**src/sv/q2e_isqrt.sv**
```systemverilog
// pipelined restoring square root of 2^56 - s^2, one result bit per stage
module q2e_isqrt (
  input  logic               clk,
  input  logic [56:0]        rad_in,
  output logic [28:0]        root
);
  // 57-bit radicand, 29 result bits, each stage takes two radicand bits
  localparam int N = 29;
  logic [57:0] rem_r  [N+1];
  logic [28:0] q_r    [N+1];
  logic [57:0] src_r  [N+1];

  always_ff @(posedge clk) begin
    rem_r[0] <= '0;
    q_r[0]   <= '0;
    src_r[0] <= {1'b0, rad_in};
  end

  for (genvar i = 0; i < N; i++) begin : g_bit
    logic [31:0] trial_rem;
    logic [31:0] trial;
    always_comb begin
      trial_rem = {rem_r[i][29:0], src_r[i][57:56]};
      trial     = {1'b0, q_r[i], 2'b01};
    end
    always_ff @(posedge clk) begin
      src_r[i+1] <= {src_r[i][55:0], 2'b00};
      if (trial_rem >= trial) begin
        rem_r[i+1] <= 58'(trial_rem - trial);
        q_r[i+1]   <= {q_r[i][27:0], 1'b1};
      end else begin
        rem_r[i+1] <= 58'(trial_rem);
        q_r[i+1]   <= {q_r[i][27:0], 1'b0};
      end
    end
  end
  assign root = q_r[N];
endmodule

```
**config.mk**
```make
export PLATFORM = sky130hd
export DESIGN_NAME = q2e_isqrt
export DESIGN_NICKNAME = d
export VERILOG_FILES = /design/src/sv/q2e_isqrt.sv
export SDC_FILE = /design/constraint.sdc
export NUM_CORES = 2
export LEC_CHECK = 0
export BUFFER_PORTS_ARGS = -buffer_cell sky130_fd_sc_hd__buf_2
export CORE_MARGIN = 2
export CORE_UTILIZATION = 40
export DETAILED_ROUTE_END_ITERATION = 16
export SLEW_MARGIN = 30
export SYNTH_ARGS = -nofsm -noshare
export SYNTH_HDL_FRONTEND = slang
export SYNTH_MEMORY_MAX_BITS = 65536
export SYNTH_SLANG_ARGS = --single-unit
```
**constraint.sdc**
```tcl
create_clock -name clk -period 6.5 [get_ports clk]
set_input_delay 0.65 -clock clk [delete_from_list [all_inputs] [get_ports clk]]
set_output_delay 0.65 -clock clk [all_outputs]
set_load 0.02 [all_outputs]
```
Yosys cells after proc, flatten, opt, wreduce, memory -nomap -nowiden. Memory sizes are Yosys's and may differ from the RTL's. Index checks and enable logic that the tools add are counted.

Output and inout bits: 29. Memory bits (writable): 4350. Memories kept: 3. Input port bits: 58. Word-level logic and storage cells: 264. Register bits: 0.

Magnitude comparators: 29. Mux-type cells: 145. Bitwise logic cells: 58. Add/sub/neg operators: 29.

Memories: rem_r (words 30, bits a word 58, rd ports 29, clocked after Yosys merged registers in 0, wr ports 30, RTL line 9) `logic [57:0] rem_r [N+1];`; src_r (words 30, bits a word 58, rd ports 29, clocked after Yosys merged registers in 0, wr ports 30, RTL line 11) `logic [57:0] src_r [N+1];`; q_r (words 30, bits a word 29, rd ports 30, clocked after Yosys merged registers in 0, wr ports 30, RTL line 10) `logic [28:0] q_r [N+1];`.

Operators with widths (count): 58-bit 2-to-1 mux (29); 32-bit by 31-bit subtractor with 33-bit output (29); 32-bit by 31-bit greater-or-equal comparator with 1-bit output (29); 29-bit 2-to-1 mux (29); 1-bit 2-to-1 mux (87); 1-bit OR (58).

Longest topological paths before layout. An unclocked memory read counts as a cell.

Depth in word-level cells: 5. Mapped depth: 15. Gate-level depth less buffers: 12.

Least setup slack after synthesis. OpenSTA, ideal clock, no wires.

Path type: flip-flop to flip-flop. From: memory q_r[22][6], in the netlist q_r[1][180]. To: memory rem_r[23][10], in the netlist rem_r[1][416]. Setup time: 0.121 ns. Arrival: 3.118 ns. Buffers on the path: 2. Path slack: 3.261 ns. Stages on the path, launching flop included: 13. Required time: 6.379 ns. Clock period less this slack: 3.239 ns. Cells stage by stage: dfxtp_1 inv_1 ha_1 clkbuf_1 a21oi_1 o211ai_1 o31a_1 a2111oi_0 o21ai_0 a211oi_1 nand2_1 buf_2 mux2_2.

RTL lines (RTL line): start: declaration (10); end: declaration (9).

==> flow_metrics.tcl <==
set metrics [dict create \
    synth.distinct_cells 87 \
    crit_slowest_cell "a2111oi_0" \
    crit_arrival_ns 4.55 \
    die_h_um 439 \
    die_area_mm2 0.192 \
    wl_per_cell_um 15.0 \
    min_period_ns 3.86 \
    root_buffer "clkbuf_16" \
    cts_resized 0 \
    ys.warnings.count 0 \
    path_cells "inv_1, ha_1, a21oi_1, a211oi_1, o31a_1, a2111oi_0, o21ai_0, a211oi_1, nand2_1, buf_4, mux2_2" \
    chipWidth_um 439 \
    globalplace.congestion 0.878 \
    floorplan.initialDensity 0.403 \
    synth-seq-cells 2096 \
    powerDensity_mw_per_mm2 395 \
    cp_max_fo 41 \
    skew_ns 0.0593 \
    antenna_found_initial 1 \
    cts-htree-levels 4 \
    ir_drop_uv 251 \
    power_leakage_nw 40.1 \
    drc 7 \
    layout.nets 8126 \
    synth_largest_area_cell "dfxtp_1" \
    grt_start_max_net_pins 50 \
    io_buffer_count 86 \
    drive_above_1_share 0.0744 \
    crit_required_ns 7.19 \
    criticalPathCategory "reg2reg" \
    area_growth_pct 15.0 \
    slew_headroom 0.398 \
    grt-ovfl-total 0 \
    ant_nets 0 \
    worst_pin_slew_ns 0.881 \
    synth_nets 7900 \
    drt-initial-drc-count 2534 \
    clock.fmax_mhz 259 \
    status "finished, violations left" \
    clk_latency_ns 0.85 \
    placed_cell_area_mm2 0.0789 \
    core_area_mm2 0.188 \
    cts_sinks 2096 \
    rsz0062_at_grt "no" \
    dp_hpwl_um 117000 \
    vias_per_cell 4.93 \
    cts_buffers 208 \
    hold_viol 0 \
    postSynthCellCount 7379 \
    grt_usage 0.159 \
    num_antenna_cells 0 \
    synth_enable_flop_cells 0 \
    cpMostUsedCell "a211oi_1" \
    endpoint_kind "register" \
    violations "design-rule violations" \
    clockBufferDepth 3 \
    tritoncts "yes" \
    ys.flop_type "dfxtp_1" \
    rows 159 \
    start_kind "register" \
    async_flop_share 0 \
    ys_top_cells_by_area "dfxtp_1, ha_1, xnor2_1" \
    syn-cell-area_mm2 0.0756 \
    drt-total-wl_um 154000 \
    grt_pass1_wl_um 252000 \
    slowest_delay_ns 0.73 \
    fin_crit_sh 0.594 \
    syn_avg_cell_area_um2 10.2 \
    dr.pass1.iters 11 \
    grt_pass1_vias 50100 \
    pin_count 87 \
    synth_top_area_frac 0.555 \
    ys_seq_area_frac 0.555 \
    vias 50600 \
    final_max_slew_viol_count 0 \
    finalInstanceArea_mm2 0.0869 \
    setup_tns_ns 0 \
    min_path_type "reg2reg" \
    setup_viol 0 \
    clk_pin_slew_worst_paths_ns 0.06 \
    cap_violations 0 \
]
==> power by group <==
group	leakage, nW	internal (mW)	switching [mW]
Clock	3.61	7.51	5.06
Sequential	17.6	14.9	1.50
Combinational	19.0	2.45	2.94
==> area by class of cell <==
cell class	instances	area, um2
Timing Repair Buffer	161	1160
Inverter	586	2200
Clock inverter	94	1600
Clock buffer	283	5880
Tap cell	2495	3120
Fill cell	17500	101000
Multi-Input combinational cell	4552	31000
Sequential cell	2096	42000
==> stage by stage <==
| step | hold WS, ns | power (mW) | setup slack, ns | instances | util |
|---|---|---|---|---|---|
| after floorplan | 0.310 | 20.3 | 3.26 | 7379 | - |
| after global placement | 0.309 | 21.9 | 2.65 | 9831 | 0.420 |
| after detailed placement | 0.312 | 22.0 | 2.66 | 9833 | 0.420 |
| after CTS | 0.287 | 34.8 | 2.63 | 10300 | 0.463 |
| after global routing | 0.296 | 36.2 | 2.30 | 10300 | 0.463 |
| final | 0.290 | 34.3 | 2.64 | 10300 | 0.463 |
==> registers in the layout, summed over array words and instances (netlist names) <==
name,flops
src_r,869
rem_r,792
q_r,435
==> critical path, delay by kind of cell (launching register included) <==
family / cells / cell delay, ns
DFF: 1 / 0.32
AOI/OAI and AO/OA: 6 / 2.27
muxes: 1 / 0.32
and+or+nand+nor: 1 / 0.09
adders and majority gates: 1 / 0.34
buffers and inverters: 2 / 0.31
==> logic make-up (layout without fill, tap and decap cells) <==
logic type | after synthesis | in the layout | share of synthesized area
flip-flops | 2096 | 2096 | 0.555
adder cells (fa/ha/maj) | 463 | 463 | 0.0766
other | 1 | 1 | 0.0000496
buffers and inverters | 731 | 1124 | 0.0364
AO/OA/AOI/OAI | 1493 | 1493 | 0.122
AND/OR/NAND/NOR | 1886 | 1886 | 0.125
XOR/XNOR | 642 | 642 | 0.0744
multiplexers | 67 | 67 | 0.00980
==> path summary, 6_finish.rpt <==
kind	startpoint	cells past startpoint	slack, ns	end
hold reg to reg	src_r[0][0]$_DFF_P_	0	0.29	src_r[0][60]$_DFF_P_
setup / recovery	q_r[1][175]$_DFF_P_	11	2.64	rem_r[1][417]$_DFF_P_
setup reg to reg	q_r[1][175]$_DFF_P_	11	2.64	rem_r[1][417]$_DFF_P_
hold / removal	src_r[0][0]$_DFF_P_	0	0.29	src_r[0][60]$_DFF_P_
==> routing by layer <==
metal  share of wire  global-route usage  wire length [um]
met1            0.44               0.195             68400
met2            0.48               0.278             74500
met3           0.039              0.0260              6030
met4           0.035              0.0624              5420
met5               0                   0                 0
==> cells in the mapped netlist, types with 13 or more instances <==
master,count
o21a_1,93
nor4_1,84
a21oi_1,445
a21boi_0,23
a31oi_1,39
o31ai_1,57
mux2_2,56
dfxtp_1,2096
and2_1,15
or3_1,71
nor2b_1,77
and3_1,33
ha_1,463
a21o_1,180
a211oi_1,46
a2111oi_0,13
inv_1,585
o21bai_1,48
or2_2,35
nor2_1,439
nor4b_1,17
o21ai_0,391
o211ai_1,32
xnor2_1,360
xor2_1,282
nand4b_1,20
or4_1,40
nor3_1,188
and4_1,17
nand4_1,81
nand3b_1,28
nand3_1,114
nand2b_1,107
clkbuf_1,126
nand2_1,483
==> timing repair <==
item	in CTS	in global routing
setup buffers	0	0
hold buffers	57	0
endpoints found under the hold margin	57	0
==> placed cells by master (no fill, tap or decap), drive strengths merged, types with 17 or more instances in the layout <==
cell,instances
clkinv,51
nand3,114
o31ai,57
and3,33
nor4,87
or3,71
a31oi,39
mux2,56
o21a,93
nand2b,107
dlygate4sd3,57
a21boi,25
o21bai,48
nand3b,28
or4,41
nor3,189
nor4b,17
ha,463
bufinv,28
nand2,483
nand4,82
o21ai,394
xnor2,360
dfxtp,2096
buf,104
xor2,282
inv,590
and4,17
nand4b,20
a21oi,445
clkbuf,283
a21o,180
nor2,439
o211ai,32
a211oi,46
nor2b,77
or2,35
Note: power is estimated with default switching activity, not from simulation.
